===== src/hdl/reap_pkg.sv =====
// Shared types, constants and the CORDIC arctangent table for the
// rotated ellipse arc point generator. No dependencies.
package reap_pkg;

	localparam int MAX_POINTS_DEF  = 128;
	localparam int TRIG_STAGES_DEF = 16;

	localparam int FULL_TURN    = 5760;
	localparam int HALF_TURN    = 2880;
	localparam int QUARTER_TURN = 1440;
	localparam int STEP_ANGLE   = 48;

	localparam int XY_W = 34;
	localparam int Z_W  = 29;
	localparam int TRIG_W = 17;
	localparam int CNT_W = 11;

	localparam logic signed [XY_W-1:0] CORDIC_GAIN = 34'sd652032874;

	localparam logic [2:0] REG_CENTER_X = 3'd0;
	localparam logic [2:0] REG_CENTER_Y = 3'd1;
	localparam logic [2:0] REG_RADIUS_X = 3'd2;
	localparam logic [2:0] REG_RADIUS_Y = 3'd3;
	localparam logic [2:0] REG_ROTATION = 3'd4;

	typedef struct packed {
		logic                   valid;
		logic signed [XY_W-1:0] px;
		logic signed [XY_W-1:0] py;
		logic signed [Z_W-1:0]  pz;
		logic                   pneg;
		logic signed [XY_W-1:0] rx;
		logic signed [XY_W-1:0] ry;
		logic signed [Z_W-1:0]  rz;
		logic                   rneg;
		logic                   in_range;
		logic                   last;
	} reap_cell_t;

	function automatic logic signed [Z_W-1:0] atan_deg20(input int idx);
		logic signed [Z_W-1:0] r;
		case (idx)
			0: r = 29'sd47185920;
			1: r = 29'sd27855475;
			2: r = 29'sd14718068;
			3: r = 29'sd7471121;
			4: r = 29'sd3750058;
			5: r = 29'sd1876857;
			6: r = 29'sd938658;
			7: r = 29'sd469357;
			8: r = 29'sd234682;
			9: r = 29'sd117342;
			10: r = 29'sd58671;
			11: r = 29'sd29335;
			12: r = 29'sd14668;
			13: r = 29'sd7334;
			14: r = 29'sd3667;
			15: r = 29'sd1833;
			16: r = 29'sd917;
			17: r = 29'sd458;
			18: r = 29'sd229;
			19: r = 29'sd115;
			20: r = 29'sd57;
			21: r = 29'sd29;
			22: r = 29'sd14;
			23: r = 29'sd7;
			default: r = '0;
		endcase
		return r;
	endfunction

endpackage


===== src/hdl/reap_cordic_cell.sv =====
// One CORDIC rotation cell: advances the point and rotation vectors by one
// micro-rotation. Depends on reap_pkg.
module reap_cordic_cell #(
	parameter int IDX = 0
) (
	input  logic                clk,
	input  logic                arst_n,
	input  logic                en,
	input  reap_pkg::reap_cell_t din,
	output reap_pkg::reap_cell_t out_q
);

	localparam logic signed [reap_pkg::Z_W-1:0] ATAN = reap_pkg::atan_deg20(IDX);

	reap_pkg::reap_cell_t nxt;

	always_comb begin
		nxt = din;
		if (din.pz >= 0) begin
			nxt.px = din.px - (din.py >>> IDX);
			nxt.py = din.py + (din.px >>> IDX);
			nxt.pz = din.pz - ATAN;
		end else begin
			nxt.px = din.px + (din.py >>> IDX);
			nxt.py = din.py - (din.px >>> IDX);
			nxt.pz = din.pz + ATAN;
		end
		if (din.rz >= 0) begin
			nxt.rx = din.rx - (din.ry >>> IDX);
			nxt.ry = din.ry + (din.rx >>> IDX);
			nxt.rz = din.rz - ATAN;
		end else begin
			nxt.rx = din.rx + (din.ry >>> IDX);
			nxt.ry = din.ry - (din.rx >>> IDX);
			nxt.rz = din.rz + ATAN;
		end
	end

	always_ff @(posedge clk or negedge arst_n) begin
		if (!arst_n) begin
			out_q <= '0;
		end else if (en) begin
			out_q <= nxt;
		end
	end

endmodule


===== config.mk =====
export PLATFORM = sky130hd
export DESIGN_NAME = reap_cordic_cell
export DESIGN_NICKNAME = d
export VERILOG_FILES = /design/src/hdl/reap_pkg.sv /design/src/hdl/reap_cordic_cell.sv
export SDC_FILE = /design/constraint.sdc
export NUM_CORES = 1
export LEC_CHECK = 0
export BUFFER_PORTS_ARGS = -buffer_cell sky130_fd_sc_hd__buf_4
export CORE_ASPECT_RATIO = 1.75
export CORE_MARGIN = 5
export CORE_UTILIZATION = 40
export DETAILED_ROUTE_END_ITERATION = 8
export PLACE_DENSITY = 0.71
export REMOVE_ABC_BUFFERS = 1
export SETUP_SLACK_MARGIN = 0.2
export SLEW_MARGIN = 20
export SYNTH_ARGS = -nofsm -noshare
export SYNTH_HDL_FRONTEND = slang
export SYNTH_SLANG_ARGS = --single-unit
export TNS_END_PERCENT = 10

===== constraint.sdc =====
create_clock -name clk -period 1.2 [get_ports clk]
set_clock_uncertainty 0.1 [all_clocks]
set_input_delay 0.12 -clock clk [delete_from_list [all_inputs] [get_ports clk]]
set_output_delay 0.12 -clock clk [all_outputs]
set_load 0.02 [all_outputs]

==> metrics.md <==
| Metric | Value |
|---|---|
| Status | `finished with violations` |
| Failing checks | `negative hold slack, negative setup slack` |
| Die ar. | `53260 µm²` |
| DR vias/cell | `5.703` |
| Cell count after placement | `between 4000 and 5000` |
| Worst hold slack | `-0.05104 ns` |
| DP Area | `29120 µm²` |
| Reg2Reg Setup Slack | `0.21 ns` |
| Area growth, synth to finish | `80.77%` |
| Vias | `24920` |
| Cts bufs inserted | `17` |
| Worst Path Arrival | `3.11 ns` |
| Vias in the first global route | `roughly 26000` |
| Setup ws final | `-1.617 ns` |
| Clk buf depth | `2` |
| GR Overflow Total | `0` |
| RSZ-0062 raised after global routing | `true` |
| WL final | `110.8 mm` |
| I/O pin total | `401` |
| Crit-path cells | `buf_4 > inv_2 > ha_4 > buf_4 > inv_2 > buf_4 > o31ai_1 > o21ai_4 > buf_6 > o2111a_2 > nor2_4 > buf_12 > a211oi_2 > xnor2_1 > mux2_4` |
| Yosys top cell area share | `0.2537` |
| Met2 usage | `0.7168` |
| Critical Path End Type | `flop` |
| Peak supply drop | `0.0008275 V` |
| EDFF count, synth | `0` |
| Top area cells in the synthesized netlist | `dfrtp_1 (25%), ha_1 (14%), a21oi_1 (9.1%), xnor2_1 (5.3%), nor2_1 (5.0%)` |
| Fmax | `between 0.3 and 0.4 GHz` |
| GRT Resource Usage Total | `0.3837` |
| RR Endpoint | `out_q[166]` |
| Initial Utilization | `0.4009` |
| Met1 usage | `0.3231` |
| Synthesized cell area | `19430 µm²` |
| Met3 usage | `0.07988` |
| Dominant cell type by area after synthesis | `dfrtp_1` |
| Data required, critical path | `1.49 ns` |
| Register area | `4940 µm²` |
| Initial antenna violation count | `7` |
| Crit-path max cell delay | `0.73 ns` |
| Antenna violation net count after detailed routing | `0` |
| Nets@finish | `4118` |
| Worst setup path end | `out_q[156]` |
| Die X-Extent | `around 180 µm` |
| Worst Tran Pin Value | `0.8494 ns` |
| Avg Inst Size Synth | `between 8 and 9 µm²` |
| Design area | `35130 µm²` |
| Share of cells above drive strength 1 | `0.5196` |
| Worst Reg-to-Reg Cells | `2` |
| Fin crit share | `2.348` |
| Non-filler instance count after layout | `4370` |
| MaxCap Viol Count | `0` |
| Startpoint types | `input pin` |
| Area of the multi-input gates | `16020 µm²` |
| Biggest register | `out_q` |
| Crit Path Class | `in2reg` |
| Pwr dens | `1042 nW/µm²` |
| Top Registers | `out_q: 197 flops` |
| Final setup violation count | `335` |
| Number of synthesis warnings | `0` |
| Cell Rows | `107` |
| DRC | `0` |
| Sink Count | `~200` |
| Root Driver | `clkbuf_16` |
| First-pass DRT Iterations | `7` |
| DP HPWL | `83.37 mm` |
| H-Tree Depth | `4` |
| Synth Flop Type | `dfrtp_1` |
| Max-slew violations | `0` |
| Crit-path max FO | `6` |
| First-pass GRT wire length | `153.6 mm` |
| Largest net degree at the start of global routing | `65` |
| Yosys cell types | `93` |
| Clock slew at reported path FFs | `~0.090 ns` |
| Crit-path most repeated cell | `buf_4` |
| Tot Pwr | `approximately 37 mW` |
| Fill cells | `3605` |
| Drt wl/cell | `25.36 µm` |
| Most used routing layer | `met2` |
| Max reg flops | `197` |
| Die Ht | `301.6 µm` |
| Crit path max-delay cell type | `o31ai_1` |
| Leak | `approximately 17 nW` |
| #FFs+latches synth | `a little under 200` |
| RePlAce Congestion | `1.090` |
| Worst Hold Class | `in2reg` |
| Final Hold Vio Count | `7` |
| Relative slew slack | `0.4289` |
| Worst Setup SP | `din[136]` |
| Reg-to-reg startpoint | `out_q[166]` |
| PortBufs | `400` |
| Fraction of registers with async set/reset | `1.000` |
| Core area | `48460 µm²` |
| CTS tree | `built` |
| WHS Path Cells | `4` |
| Worst skew pair latency | `0.49 ns` |
| Sequential-to-total area share from yosys stat | `0.2537` |
| Drt initial violations | `1587` |
| Final worst path period need | `2.817 ns` |
| Syn Inst Count | `2415` |
[through the flow]
stage	hold slack (ns)	worst slack (ns)	setup TNS, ns	utilization
after global placement	-0.08443	-2.507	-230.36	0.6009
final	-0.05104	-1.617	-144.32	0.7248
after detailed placement	-0.08048	-2.532	-234.08	0.6009
after global routing	-0.03045	-1.662	-158.49	0.7246
after CTS	-0.06768	-1.387	-143.88	0.6799
after floorplan	-0.2756	-1.743	-154.90	-
[layout by cell type (no fill, tap or decap), types with 72 or more instances in the layout]
cell | netlist | layout
mux2_2 | 82 | 72
ha_1 | 214 | 156
a21oi_1 | 352 | 272
dfrtp_1 | 197 | 189
inv_1 | 199 | 163
nor2_1 | 261 | 243
buf_6 | 3 | 262
nand2_1 | 111 | 99
xnor2_1 | 117 | 100
buf_4 | 7 | 1037
[kinds of logic (layout without fill, tap and decap cells)]
family                     count (synthesis)  count (layout)  share of synthesized area
xor gates and xnor gates                 140             140                    0.06310
DFF                                      197             197                     0.2537
and+or+nand+nor                          588             588                     0.1406
adders and majority gates                222             222                     0.1460
buffers and inverters                    339            1631                    0.06954
other                                      0               9                          0
muxes                                    116             116                    0.06504
AOI/OAI and AO/OA                        813             813                     0.2619
[how the worst min path moves through the flow]
stage             start         end  slack (ns)
3_5_place_dp     arst_n  out_q[165]       -0.08
6_report        din[65]   out_q[65]       -0.05
4_1_cts        din[164]  out_q[164]       -0.07
2_1_floorplan    arst_n    out_q[0]       -0.28
5_1_grt        din[164]  out_q[164]       -0.03
3_3_place_gp     arst_n  out_q[165]       -0.08
[cell usage after synthesis, drive strengths merged, types with 6 or more instances]
cell type  number
a2111oi         9
a211o           7
a211oi         22
a21boi         12
a21o           65
a21oi         354
a221oi          6
a311oi          9
a31oi          16
and2            6
buf            48
clkbuf         81
dfrtp         197
fa              8
ha            214
inv           207
mux2           82
mux2i          34
nand2         111
nand2b         21
nand3          35
nand4          20
nor2          262
nor2b          17
nor3           47
nor4           16
o211ai         21
o21a           22
o21ai         139
o21bai         51
o221ai          9
o22ai           6
o311ai          8
o31ai          14
or2            13
or3            16
xnor2         117
xor2           23
[power breakdown]
part	total (mW)	switching (mW)	internal [mW]
combinational	21.4	11.0	10.4
sequential	9.09	1.18	7.91
clock	6.12	3.34	2.77
total	36.6	15.5	21.1
[per-layer routing]
layer  vias up  wire, µm
li1      11060         -
met1     11930     32580
met2      1317     57030
met3       614      7385
met4         0     13850
met5         -         0
[final cells by class]
type,count,area share
multi-input cells,1879,0.4560
inverters,210,0.02347
clock buffers,18,0.01222
diodes,9,0.0006412
clock inverters,14,0.004061
repair buffers,1389,0.3397
flip-flops and latches,197,0.1406
well taps,654,0.02330
[critical path, delay by kind of cell]
| family | cells | cell delay [ns] |
|---|---|---|
| buffers and inverters | 7 | 0.91 |
| AND/OR/NAND/NOR | 1 | 0.15 |
| multiplexers | 1 | 0.26 |
| adder cells (fa/ha/maj) | 1 | 0.27 |
| XOR/XNOR | 1 | 0.17 |
| AO/OA/AOI/OAI | 4 | 1.22 |
[repair_timing]
action,4_1_cts,5_1_grt
endpoints found under the setup margin,343,353
endpoints found under the hold margin,255,4
hold buffers,50,1
cloned,0,1
pin swaps,176,182
gates resized for setup,509,452
buffers inserted,60,44
Note: power is estimated with default switching activity, not from simulation.
